$ cat config.mk
export PLATFORM = sky130hd
export DESIGN_NAME = date_to_day_number_weekday
export DESIGN_NICKNAME = d
export VERILOG_FILES = /design/src/rtl/dtdn_pkg.sv /design/src/rtl/dtdn_core.sv /design/src/rtl/date_to_day_number_weekday.sv
export SDC_FILE = /design/constraint.sdc
export NUM_CORES = 1
export LEC_CHECK = 0
export ABC_AREA = 1
export BUFFER_PORTS_ARGS = -buffer_cell sky130_fd_sc_hd__buf_2
export CELL_PAD_IN_SITES_DETAIL_PLACEMENT = 0
export CELL_PAD_IN_SITES_GLOBAL_PLACEMENT = 1
export CORE_MARGIN = 4
export CORE_UTILIZATION = 50
export DETAILED_ROUTE_END_ITERATION = 12
export PLACE_DENSITY_LB_ADDON = 0.05
export SYNTH_ARGS = -nofsm -noshare
export SYNTH_HDL_FRONTEND = slang
export SYNTH_SLANG_ARGS = --single-unit
$ cat constraint.sdc
create_clock -name i_clk -period 16.09 [get_ports i_clk]
set_input_delay 4.0225 -clock i_clk [delete_from_list [all_inputs] [get_ports i_clk]]
set_output_delay 4.0225 -clock i_clk [all_outputs]
set_load 0.02 [all_outputs]
$ cat src/rtl/dtdn_pkg.sv
package dtdn_pkg;

    localparam logic [13:0] C_YEAR_MIN  = 14'd2000;
    localparam logic [13:0] C_YEAR_MAX  = 14'd2099;
    localparam logic [19:0] C_BASE_DAY  = 20'd730119;
    localparam logic [19:0] C_DAYS_YEAR = 20'd365;
    localparam logic [7:0]  C_BASE_WD   = 8'd5;
    localparam logic [4:0]  C_HOUR_MAX  = 5'd23;
    localparam logic [5:0]  C_MIN_MAX   = 6'd59;
    localparam logic [3:0]  C_FEB       = 4'd2;

    typedef enum logic [1:0] {
        ST_IDLE,
        ST_INIT,
        ST_WALK,
        ST_FIN
    } t_state;

    typedef struct packed {
        logic        uptime_source;
        logic [13:0] year;
        logic [3:0]  month;
        logic [4:0]  day_of_month;
        logic [4:0]  hour;
        logic [5:0]  minute;
    } t_item;

    typedef struct packed {
        logic        valid_res;
        logic [4:0]  month_length;
        logic [2:0]  first_weekday;
        logic [2:0]  weekday;
        logic [19:0] day_count;
    } t_res;

    typedef struct packed {
        logic ready;
        logic done;
    } t_core_stat;

    function automatic logic [4:0] month_len(input logic [3:0] m, input logic leap);
        logic [4:0] len;
        unique case (m)
            4'd1, 4'd3, 4'd5, 4'd7, 4'd8, 4'd10, 4'd12: len = 5'd31;
            4'd4, 4'd6, 4'd9, 4'd11:                    len = 5'd30;
            C_FEB:                                      len = leap ? 5'd29 : 5'd28;
            default:                                    len = 5'd0;
        endcase
        return len;
    endfunction

    // valid for inputs up to 223
    function automatic logic [2:0] mod7(input logic [7:0] v);
        logic [7:0] r;
        r = v;
        if (r >= 8'd112) r = r - 8'd112;
        if (r >= 8'd56)  r = r - 8'd56;
        if (r >= 8'd28)  r = r - 8'd28;
        if (r >= 8'd14)  r = r - 8'd14;
        if (r >= 8'd7)   r = r - 8'd7;
        return r[2:0];
    endfunction

endpackage

$ cat src/rtl/dtdn_core.sv
module dtdn_core (
    input  logic                i_clk,
    input  logic                i_rst_n,
    input  logic                i_start,
    input  dtdn_pkg::t_item     i_item,
    input  logic                i_out_free,
    output dtdn_pkg::t_core_stat o_stat,
    output dtdn_pkg::t_res      o_res
);
    import dtdn_pkg::*;

    t_state      r_state, n_state;
    t_item       r_item;
    logic        r_ok, n_ok;
    logic        r_leap, n_leap;
    logic [4:0]  r_len, n_len;
    logic [19:0] r_acc, n_acc;
    logic [2:0]  r_wd, n_wd;
    logic [3:0]  r_m, n_m;

    logic [6:0]  w_k;
    logic [4:0]  w_leaps;
    logic        w_leap;
    logic [4:0]  w_len;
    logic        w_pre_ok;
    logic [4:0]  w_walk_len;

    assign w_k      = 7'(r_item.year - C_YEAR_MIN);
    assign w_leaps  = 5'((8'(w_k) + 8'd3) >> 2);
    assign w_leap   = (w_k[1:0] == 2'd0);
    assign w_len    = month_len(r_item.month, w_leap);
    assign w_pre_ok = !r_item.uptime_source
                   && r_item.year >= C_YEAR_MIN && r_item.year <= C_YEAR_MAX
                   && r_item.month >= 4'd1 && r_item.month <= 4'd12
                   && r_item.hour <= C_HOUR_MAX && r_item.minute <= C_MIN_MAX;
    assign w_walk_len = month_len(r_m, r_leap);

    always_ff @(posedge i_clk) begin
        if (!i_rst_n) begin
            r_state <= ST_IDLE;
        end else begin
            r_state <= n_state;
        end
    end

    always_ff @(posedge i_clk) begin
        if (i_start) begin
            r_item <= i_item;
        end
        r_ok   <= n_ok;
        r_leap <= n_leap;
        r_len  <= n_len;
        r_acc  <= n_acc;
        r_wd   <= n_wd;
        r_m    <= n_m;
    end

    always_comb begin
        n_state     = r_state;
        n_ok        = r_ok;
        n_leap      = r_leap;
        n_len       = r_len;
        n_acc       = r_acc;
        n_wd        = r_wd;
        n_m         = r_m;
        o_stat      = '0;
        o_res       = '0;
        unique case (r_state)
            ST_IDLE: begin
                o_stat.ready = 1'b1;
                if (i_start) begin
                    n_state = ST_INIT;
                end
            end
            ST_INIT: begin
                n_ok   = w_pre_ok && r_item.day_of_month >= 5'd1
                      && r_item.day_of_month <= w_len;
                n_leap = w_leap;
                n_len  = w_len;
                n_acc  = C_BASE_DAY + 20'(w_k) * C_DAYS_YEAR + 20'(w_leaps);
                n_wd   = mod7(C_BASE_WD + 8'(w_k) + 8'(w_leaps));
                n_m    = 4'd1;
                n_state = n_ok ? ST_WALK : ST_FIN;
            end
            ST_WALK: begin
                if (r_m == r_item.month) begin
                    n_state = ST_FIN;
                end else begin
                    n_acc = r_acc + 20'(w_walk_len);
                    n_wd  = mod7(8'(r_wd) + 8'(w_walk_len));
                    n_m   = r_m + 4'd1;
                end
            end
            ST_FIN: begin
                if (r_ok) begin
                    o_res.valid_res     = 1'b1;
                    o_res.month_length  = r_len;
                    o_res.first_weekday = r_wd;
                    o_res.weekday       = mod7(8'(r_wd) + 8'(r_item.day_of_month) - 8'd1);
                    o_res.day_count     = r_acc + 20'(r_item.day_of_month) - 20'd1;
                end
                if (i_out_free) begin
                    o_stat.done = 1'b1;
                    n_state     = ST_IDLE;
                end
            end
            default: begin
                n_state = ST_IDLE;
            end
        endcase
    end

endmodule

$ cat src/rtl/date_to_day_number_weekday.sv
// A beat is taken in IDLE; INIT checks it and sets up the year base. A passing
// date walks the months in WALK, one month length per cycle; a failing one skips
// WALK. FIN holds the result until the output register is free; only IDLE takes
// a beat. A new input beat is taken while a finished result waits downstream.
// Reset (synchronous, active low) idles the sequencer and empties the output.
module date_to_day_number_weekday (
    input  logic        i_clk,
    input  logic        i_rst_n,
    input  logic        s_axis_tvalid,
    output logic        s_axis_tready,
    // year[13:0], month[17:14], day_of_month[22:18], hour[27:23], minute[33:28]
    input  logic [39:0] s_axis_tdata,
    // uptime_source[0]
    input  logic        s_axis_tuser,
    output logic        m_axis_tvalid,
    input  logic        m_axis_tready,
    // month_length[4:0], first_weekday[7:5], weekday[10:8], day_count[30:11]
    output logic [31:0] m_axis_tdata,
    // valid_res[0]
    output logic        m_axis_tuser
);
    import dtdn_pkg::*;

    t_item      w_item;
    t_res       w_res;
    t_core_stat w_stat;
    logic       w_start;
    logic       w_out_free;

    logic        r_m_tvalid;
    logic [31:0] r_m_tdata;
    logic        r_m_tuser;

    assign w_item.uptime_source = s_axis_tuser;
    assign w_item.year          = s_axis_tdata[13:0];
    assign w_item.month         = s_axis_tdata[17:14];
    assign w_item.day_of_month  = s_axis_tdata[22:18];
    assign w_item.hour          = s_axis_tdata[27:23];
    assign w_item.minute        = s_axis_tdata[33:28];

    assign s_axis_tready = w_stat.ready;
    assign w_start       = s_axis_tvalid && w_stat.ready;
    assign w_out_free    = !r_m_tvalid || m_axis_tready;

    dtdn_core u_core (
        .i_clk      (i_clk),
        .i_rst_n    (i_rst_n),
        .i_start    (w_start),
        .i_item     (w_item),
        .i_out_free (w_out_free),
        .o_stat     (w_stat),
        .o_res      (w_res)
    );

    always_ff @(posedge i_clk) begin
        if (!i_rst_n) begin
            r_m_tvalid <= 1'b0;
        end else if (w_stat.done) begin
            r_m_tvalid <= 1'b1;
        end else if (m_axis_tready) begin
            r_m_tvalid <= 1'b0;
        end
    end

    always_ff @(posedge i_clk) begin
        if (w_stat.done) begin
            r_m_tdata <= {1'b0, w_res.day_count, w_res.weekday,
                          w_res.first_weekday, w_res.month_length};
            r_m_tuser <= w_res.valid_res;
        end
    end

    assign m_axis_tvalid = r_m_tvalid;
    assign m_axis_tdata  = r_m_tdata;
    assign m_axis_tuser  = r_m_tuser;

endmodule

==> impl_metrics.tcl, run 1 <==
set metrics [dict create \
    yosysSeqAreaShare 0.281 \
    crit-reg2reg-capture "u_core.r_wd[2]$_DFFE_PP_" \
    crit_start "u_core.r_item[24]$_DFFE_PP_" \
    place.gp.congestion 0.812 \
    period_needed_ns 6.26 \
    yosysUniqueCellTypes 54 \
    die_area_sq_um 22400 \
    critical_path.max_stage_delay_ns 0.45 \
    grt-ovfl-total 0 \
    outcome "complete, no violations" \
    worstHoldStart "m_axis_tvalid$_SDFFE_PN0P_" \
    clkLatencyLatePin_ns 0.35 \
    main_combinational_cell_family_by_area_after_synthesis "simple AND/OR/NAND/NOR gates" \
    postRouteAntennaNets 0 \
    post_cts_buffers 0 \
    via_count_of_the_first_global_routing_pass 7230 \
    clockRootBuffer "sky130_fd_sc_hd__clkbuf_16" \
    detailedRoute.firstPassIterationCount 5 \
    post_cts.resized_instances 0 \
    fmax_mhz 160 \
    crit_path_top_cell_by_count "sky130_fd_sc_hd__nand2_1" \
    global_route_total_usage_across_every_layer 0.179 \
    hold_viol_final 0 \
    clock_sink_count 95 \
    io_buffer_count 67 \
    row_count 51 \
    synth_area_per_cell_sq_um 7.91 \
    floorplan.initialDensity 0.513 \
    synth_simple_gate_area_frac 0.259 \
    route.final.wire_length_mm 19.2 \
    synthMuxAreaShare 0 \
    grt_max_degree 31 \
    postCtsHoldBufs 0 \
    post-route-util 0.563 \
    arrival_ns 6.36 \
    grt_util_met1 0.261 \
    r2r_depth 39 \
    number_of_cts_inserted_buffers 9 \
    synth-adder-area-share 0.227 \
    critical_path_class "flop to flop" \
    share_of_the_synthesized_area_in_compound_gates_ao_oa_aoi_oai 0.103 \
    yosysWarningCount 0 \
    cp_data_required_time_ns 16.20 \
    viasPerCell 4.84 \
    busiest_layer "met2" \
    first_pass_grt_wire_length_mm 33.2 \
    ys_seq_elements 95 \
    cts_tree "done" \
    globalRouteMet3Util 0.0270 \
    synth-edff-count 92 \
    io-pin-count 80 \
    hold_path_depth 2 \
    path_max_fanout 9 \
    end_kind "flop" \
    drt_drc_violations_left 0 \
    worst-r2r-setup-slack_ns 9.83 \
    synth_async_reset_ratio 0 \
    timing.setup.tns_ns 0 \
    globalRouteMet2Util 0.288 \
    antenna_cells_inserted 0 \
    antenna_found_initial 0 \
    post-synth-top-count-cell "sky130_fd_sc_hd__nand2_1" \
    setup-violations-final 0 \
    detailed_place_hpwl_mm 16.0 \
    synth_top_cells_by_count "253 x sky130_fd_sc_hd__nand2_1, 231 x sky130_fd_sc_hd__inv_1, 145 x sky130_fd_sc_hd__ha_1" \
    clk_pin_slew_worst_setup_hold_paths_ns 0.07 \
    hold_end "m_axis_tvalid$_SDFFE_PN0P_" \
    synth.top_cell.area_share 0.275 \
    filler_cell_count 1883 \
    report.final.slew_viol_count 0 \
    number_of_placed_instances_with_taps_included 1594 \
    syn_area_sq_um 10000 \
    clockBufferDepth 2 \
    fin_crit_sh 0.389 \
    synth-main-ff-cell "sky130_fd_sc_hd__edfxtp_1" \
    hold_path_class "flop to flop" \
    placeableCoreArea_sq_um 19600 \
    synth_area_leaders "sky130_fd_sc_hd__edfxtp_1 28%, sky130_fd_sc_hd__ha_1 18%, sky130_fd_sc_hd__nand2_1 9.5%, sky130_fd_sc_hd__inv_1 8.6%, sky130_fd_sc_hd__fa_1 4.6%" \
    drt_iter0_markers 328 \
    cell_type_of_the_slowest_stage_on_the_worst_timing_path "sky130_fd_sc_hd__edfxtp_1" \
    critical_path.reg2reg.startpoint "u_core.r_item[24]$_DFFE_PP_" \
    layout.nets 1553 \
    syn_inst 1269 \
    die_y_microns 150 \
    fin_hold_ws_ns 0.539 \
    syn_nets 1482 \
    clock-skew-final_ns 0.00970 \
    worst_pin_slew_ns 0.802 \
    post_route_cells_drive_above_1_share 0.137 \
    die_width_microns 150 \
    final-instance-count-excl-fill 1610 \
    synthXorXnorAreaFrac 0.0313 \
    num_vias 7790 \
    layout-area-overhead-vs-synth_pct 9.77 \
    drv_cap 0 \
    setup.worst_path.start_class "flop" \
    synthDominantAreaCellType "sky130_fd_sc_hd__edfxtp_1" \
    avgRoutedWirePerCell_microns 11.9 \
    h-tree-depth 3 \
    unrepaired_setup_endpoints_after_global_routing "no" \
    max_slew_margin 0.465 \
]
[cell type report]
type	count	area, sq um	area share
multi-input cells	915	6230	0.566
flip-flops and latches	95	2820	0.256
inverters	248	933	0.0847
repair buffers	71	365	0.0331
well taps	265	332	0.0301
clock buffers	10	239	0.0217
clock inverters	6	96.3	0.00874
[worst max-delay path, delay by kind of cell, from the launching register on]
family          cells  cell delay (ns)
compound gates      2             0.41
xor+xnor            2             0.44
fa+ha+maj           6             1.54
buf+inv             7             0.71
flops               1             0.45
simple gates       22             2.45
[registers in the layout (all words and copies together) (netlist names), 2 cells and up]
| name | count |
|---|---|
| u_core.r_m | 4 |
| u_core.r_len | 3 |
| u_core.r_state | 2 |
| m_axis_tdata | 29 |
| u_core.r_wd | 3 |
| u_core.r_acc | 20 |
| u_core.r_item | 30 |
[cells in the final DEF, fill, tap and decap left out, types with 7 or more instances in the layout]
master,instances
sky130_fd_sc_hd__buf_2,67
sky130_fd_sc_hd__o21ai_0,60
sky130_fd_sc_hd__fa_1,23
sky130_fd_sc_hd__edfxtp_1,92
sky130_fd_sc_hd__xnor2_1,15
sky130_fd_sc_hd__nand2_2,26
sky130_fd_sc_hd__clkbuf_16,9
sky130_fd_sc_hd__inv_1,231
sky130_fd_sc_hd__nor2_1,89
sky130_fd_sc_hd__a21oi_1,69
sky130_fd_sc_hd__xor2_1,19
sky130_fd_sc_hd__nor3_1,12
sky130_fd_sc_hd__o21a_1,7
sky130_fd_sc_hd__nor2_2,7
sky130_fd_sc_hd__nand3_2,12
sky130_fd_sc_hd__o21bai_1,11
sky130_fd_sc_hd__nand3_1,71
sky130_fd_sc_hd__nand2_1,253
sky130_fd_sc_hd__inv_2,13
sky130_fd_sc_hd__ha_1,145
sky130_fd_sc_hd__nand4_1,18
sky130_fd_sc_hd__nand2_4,9
sky130_fd_sc_hd__nor2_4,8
[layer usage]
layer | vias to the layer above | share of wire
li1 | 4289 | -
met1 | 3360 | 0.52
met2 | 125 | 0.43
met3 | 16 | 0.046
met4 | 0 | 0.0080
met5 | - | 0
[kinds of logic (layout without fill, tap and decap cells)]
logic type / count (synthesis) / after routing
AO/OA/AOI/OAI: 181 / 181
XOR/XNOR: 35 / 35
adder cells (fa/ha/maj): 168 / 168
buffers and inverters: 259 / 335
flip-flops: 95 / 95
other: 1 / 1
AND/OR/NAND/NOR: 530 / 530
[through the flow]
step                instance area, sq um  worst slack [ns]
finish                             11000              9.83
global route                       11000              9.18
CTS                                11000              9.82
detailed placement                 10700              9.82
global placement                   10700              9.84
floorplan                          10000             10.12
[worst max path at each step]
stage                                     to  slack [ns]  depth (start not counted)
2_1_floorplan  m_axis_tdata[0]$_SDFFCE_PN0P_       10.12                          2
3_3_place_gp        u_core.r_wd[2]$_DFFE_PP_        9.84                         39
4_1_cts             u_core.r_wd[2]$_DFFE_PP_        9.82                         39
5_1_grt             u_core.r_wd[2]$_DFFE_PP_        9.18                         41
3_5_place_dp        u_core.r_wd[2]$_DFFE_PP_        9.82                         39
6_report            u_core.r_wd[2]$_DFFE_PP_        9.83                         39
Power of run 1 is left out: the tool's default activity adds up to more than one toggle a clock period on the data nets, which glitch-free logic cannot reach.
==> inputs of run 2 (changes only) <==
Settings changed: CORE_UTILIZATION 50 to 42.
Clock period 16.09 ns to 5.15 ns, I/O delays scaled along.
==> impl_metrics.tcl, run 2 (synthesized netlist as in run 1, its figures left out) <==
set metrics [dict create \
    max_slew_margin 0.563 \
    worst_pin_slew_ns 0.655 \
    critical_path_class "flop to flop" \
    drv_cap 0 \
    critical_path.max_stage_delay_ns 0.48 \
    dpl_worst_slack_ns -0.382 \
    fin_crit_sh 1.01 \
    period_needed_ns 5.18 \
    cp_data_required_time_ns 5.27 \
    die_width_microns 163 \
    placeableCoreArea_sq_um 23500 \
    h-tree-depth 3 \
    clockBufferDepth 2 \
    clock-skew-final_ns 0.0116 \
    path_buf_inv 10 \
    detailed_place_hpwl_mm 17.8 \
    place.gp.congestion 0.806 \
    drt_iter0_markers 335 \
    io_buffer_count 67 \
    avgRoutedWirePerCell_microns 12.2 \
    post_route_cells_drive_above_1_share 0.333 \
    row_count 56 \
    via_count_of_the_first_global_routing_pass 8048 \
    arrival_ns 5.29 \
    layout-area-overhead-vs-synth_pct 31.8 \
    outcome "complete, but fails checks" \
    cts_tree "done" \
    viasPerCell 4.62 \
    antenna_cells_inserted 0 \
    setup.worst_path.start_class "flop" \
    layout.nets 1727 \
    clk_pin_slew_worst_setup_hold_paths_ns 0.08 \
    postCtsHoldBufs 0 \
    grt-ovfl-total 0 \
    hold_path_class "flop to flop" \
    setup-violations-final 3 \
    final-instance-count-excl-fill 1838 \
    first_pass_grt_wire_length_mm 37.3 \
    timing.setup.tns_ns -0.0411 \
    die_area_sq_um 26400 \
    clockRootBuffer "sky130_fd_sc_hd__clkbuf_16" \
    route.final.wire_length_mm 22.4 \
    max_reg_flops 30 \
    failed_checks "setup timing" \
    io-pin-count 80 \
    unrepaired_setup_endpoints_after_global_routing "yes" \
    num_vias 8483 \
    report.final.slew_viol_count 0 \
    drt_drc_violations_left 0 \
    number_of_placed_instances_with_taps_included 1786 \
    fmax_mhz 193 \
    cp_top_family "simple AND/OR/NAND/NOR gates" \
    end_kind "flop" \
    path_max_fanout 7 \
    final_common_cell "sky130_fd_sc_hd__nand2_1" \
    clock_sink_count 95 \
    global_route_total_usage_across_every_layer 0.170 \
    filler_cell_count 2220 \
    cell_type_of_the_slowest_stage_on_the_worst_timing_path "sky130_fd_sc_hd__edfxtp_1" \
    number_of_cts_inserted_buffers 9 \
    final_critical_path_setup_slack_ns -0.0281 \
    layout_common_cells "215 x sky130_fd_sc_hd__nand2_1, 208 x sky130_fd_sc_hd__inv_1, 170 x sky130_fd_sc_hd__buf_4, 117 x sky130_fd_sc_hd__ha_1, 92 x sky130_fd_sc_hd__edfxtp_1" \
    postRouteAntennaNets 0 \
    floorplan.initialDensity 0.428 \
    clkLatencyLatePin_ns 0.36 \
    post-route-util 0.564 \
    grt_max_degree 31 \
    detailedRoute.firstPassIterationCount 5 \
    antenna_found_initial 0 \
    die_y_microns 163 \
    hold_viol_final 0 \
    registers.top_by_ff_count "u_core.r_item" \
]
run 2: final cells by class:
class / count / area [sq um] / area share
clock buffers: 9 / 225 / 0.0170
clock inverters: 7 / 81.3 / 0.00615
inverters: 248 / 937 / 0.0708
multi-input cells: 915 / 7060 / 0.534
flip-flops and latches: 95 / 2820 / 0.213
well taps: 319 / 399 / 0.0302
repair buffers: 245 / 1700 / 0.129
run 2: timing repair:
item                       CTS  global route
pin swaps                   48            85
setup buffers               10            27
gates resized for setup     63           131
setup endpoints to repair    5            11
run 2: stage by stage:
step	instance area, sq um	hold slack, ns
after CTS	12500	0.533
after global routing	13200	0.573
after floorplan	10100	0.519
after detailed placement	11900	0.520
final	13200	0.528
after global placement	11900	0.517
run 2: metal layers:
metal  GRT usage  wire (microns)  vias up
li1            -               -     4639
met1       0.246           11500     3733
met2       0.279           10100       99
met3      0.0197             639       12
met4      0.0309             176        0
met5           0               0        -
run 2: worst paths after layout:
kind | from | endpoint | slack (ns) | cells past startpoint
worst max-delay path | u_core.r_item[21]$_DFFE_PP_ | u_core.r_wd[0]$_DFFE_PP_ | -0.03 | 41
worst min-delay path | m_axis_tvalid$_SDFFE_PN0P_ | m_axis_tvalid$_SDFFE_PN0P_ | 0.53 | 2
worst max register to register | u_core.r_item[21]$_DFFE_PP_ | u_core.r_wd[0]$_DFFE_PP_ | -0.03 | 41
worst min register to register | m_axis_tvalid$_SDFFE_PN0P_ | m_axis_tvalid$_SDFFE_PN0P_ | 0.53 | 2
run 2: worst min-delay path, delay by kind of cell, from the launching register on:
kind            cells  cell delay, ns
compound gates      1            0.07
simple gates        1            0.08
flops               1            0.33
Power of run 2 is left out for the same reason.
==> inputs of run 3 (changes only) <==
Settings changed: CORE_ASPECT_RATIO from default to 0.75.
==> impl_metrics.tcl, run 3 (synthesized netlist as in run 1, its figures left out) <==
set metrics [dict create \
    clockRootBuffer "sky130_fd_sc_hd__clkbuf_16" \
    r2r_depth 33 \
    cell_type_of_the_slowest_stage_on_the_worst_timing_path "sky130_fd_sc_hd__edfxtp_1" \
    path_max_fanout 5 \
    io-pin-count 80 \
    failed_checks "setup timing" \
    crit_path_top_cell_by_count "sky130_fd_sc_hd__ha_2" \
    max_slew_margin 0.526 \
    cts_tree "done" \
    clkLatencyLatePin_ns 0.36 \
    drt_iter0_markers 407 \
    registers.top_by_ff_count "u_core.r_item" \
    final-instance-count-excl-fill 1830 \
    filler_cell_count 2198 \
    die_width_microns 187 \
    fin_crit_sh 1.01 \
    outcome "complete, but fails checks" \
    hold_end "m_axis_tvalid$_SDFFE_PN0P_" \
    number_of_cts_inserted_buffers 9 \
    drt_drc_violations_left 0 \
    row_count 48 \
    final_critical_path_setup_slack_ns -0.0385 \
    route.final.wire_length_mm 23.5 \
    report.final.slew_viol_count 0 \
    layout_common_cells "217 x sky130_fd_sc_hd__nand2_1, 211 x sky130_fd_sc_hd__inv_1, 185 x sky130_fd_sc_hd__buf_4, 113 x sky130_fd_sc_hd__ha_1, 92 x sky130_fd_sc_hd__edfxtp_1" \
    unrepaired_setup_endpoints_after_global_routing "yes" \
    period_needed_ns 5.19 \
    post_route_cells_drive_above_1_share 0.331 \
    max_reg_flops 30 \
    critical_path.max_stage_delay_ns 0.49 \
    grt-ovfl-total 0 \
    via_count_of_the_first_global_routing_pass 7929 \
    postRouteAntennaNets 0 \
    setup-violations-final 1 \
    avgRoutedWirePerCell_microns 12.8 \
    hold_path_class "flop to flop" \
    setup.worst_path.start_class "flop" \
    arrival_ns 5.30 \
    first_pass_grt_wire_length_mm 38.8 \
    fmax_mhz 193 \
    global_route_total_usage_across_every_layer 0.176 \
    viasPerCell 4.72 \
    end_kind "flop" \
    detailed_place_hpwl_mm 18.7 \
    postCtsHoldBufs 0 \
    floorplan.initialDensity 0.432 \
    antenna_cells_inserted 0 \
    antenna_found_initial 0 \
    io_buffer_count 67 \
    h-tree-depth 3 \
    detailedRoute.firstPassIterationCount 4 \
    layout.nets 1738 \
    hold_path_depth 2 \
    final_common_cell "sky130_fd_sc_hd__nand2_1" \
    place.gp.congestion 0.819 \
    die_area_sq_um 26500 \
    die_y_microns 142 \
    num_vias 8641 \
    worstHoldStart "m_axis_tvalid$_SDFFE_PN0P_" \
    clk_pin_slew_worst_setup_hold_paths_ns 0.07 \
    worst_pin_slew_ns 0.711 \
    cp_data_required_time_ns 5.26 \
    clockBufferDepth 2 \
    crit-reg2reg-capture "u_core.r_wd[2]$_DFFE_PP_" \
    placeableCoreArea_sq_um 23200 \
    number_of_placed_instances_with_taps_included 1775 \
    grt_max_degree 31 \
    worst-r2r-setup-slack_ns -0.04 \
    clock-skew-final_ns 0.0131 \
    clock_sink_count 95 \
    hold_viol_final 0 \
    critical_path.reg2reg.startpoint "u_core.r_m[1]$_SDFFCE_PN0P_" \
    drv_cap 0 \
    critical_path_class "flop to flop" \
    layout-area-overhead-vs-synth_pct 31.5 \
]
-- run 3: cell types whose count changed in the layout (fill, tap and decap cells not counted), sizes merged --
cell and delta:
clkbuf +1, inv -3, clkinvlp +2, buf +11
-- run 3: how the worst max path moves through the flow --
stage,from,endpoint,cells past startpoint
2_1_floorplan,u_core.r_item[21]$_DFFE_PP_,u_core.r_wd[2]$_DFFE_PP_,42
6_report,u_core.r_m[1]$_SDFFCE_PN0P_,u_core.r_wd[2]$_DFFE_PP_,33
4_1_cts,u_core.r_item[22]$_DFFE_PP_,u_core.r_wd[2]$_DFFE_PP_,40
3_5_place_dp,u_core.r_item[21]$_DFFE_PP_,u_core.r_wd[2]$_DFFE_PP_,39
3_3_place_gp,u_core.r_item[21]$_DFFE_PP_,u_core.r_wd[2]$_DFFE_PP_,39
5_1_grt,u_core.r_m[1]$_SDFFCE_PN0P_,u_core.r_wd[2]$_DFFE_PP_,39
-- run 3: layout make-up --
| type | count | area, sq um | share of cell area |
|---|---|---|---|
| multi-input cells | 915 | 7000 | 0.530 |
| flip-flops and latches | 95 | 2820 | 0.214 |
| repair buffers | 256 | 1780 | 0.135 |
| inverters | 248 | 940 | 0.0712 |
| well taps | 300 | 375 | 0.0284 |
| clock buffers | 10 | 229 | 0.0173 |
| clock inverters | 6 | 52.6 | 0.00398 |
-- run 3: stage by stage --
| step | setup slack (ns) | util | TNS (ns) | area, sq um | hold slack [ns] |
|---|---|---|---|---|---|
| after floorplan | 0.0178 | - | 0 | 10100 | 0.519 |
| after global placement | -0.284 | 0.512 | -0.706 | 11900 | 0.522 |
| after detailed placement | -0.383 | 0.512 | -1.15 | 11900 | 0.524 |
| after CTS | -0.102 | 0.540 | -0.169 | 12600 | 0.534 |
| after global routing | -0.418 | 0.568 | -1.76 | 13200 | 0.590 |
| final | -0.0385 | 0.568 | -0.0385 | 13200 | 0.527 |
-- run 3: worst max-delay path, delay by kind of cell, from the launching register on --
kind	cells	cell delay, ns
adder cells (fa/ha/maj)	6	1.42
flip-flops	1	0.49
AND/OR/NAND/NOR	14	1.48
buffers and inverters	7	0.52
XOR/XNOR	3	0.50
AO/OA/AOI/OAI	3	0.51
-- run 3: metal layers --
metal  up-vias  wire [microns]  track usage
met1      3814           13000        0.282
met3        14            1030       0.0325
met5         -               0            0
met4         0             155       0.0206
li1       4664               -            -
met2       149            9250        0.253
-- run 3: timing repair --
action	in CTS	in global routing
buffers inserted	16	24
gates resized for setup	59	117
setup endpoints to repair	5	11
pin swaps	40	84
endpoints found under the hold margin	0	0
Power of run 3 is left out for the same reason.
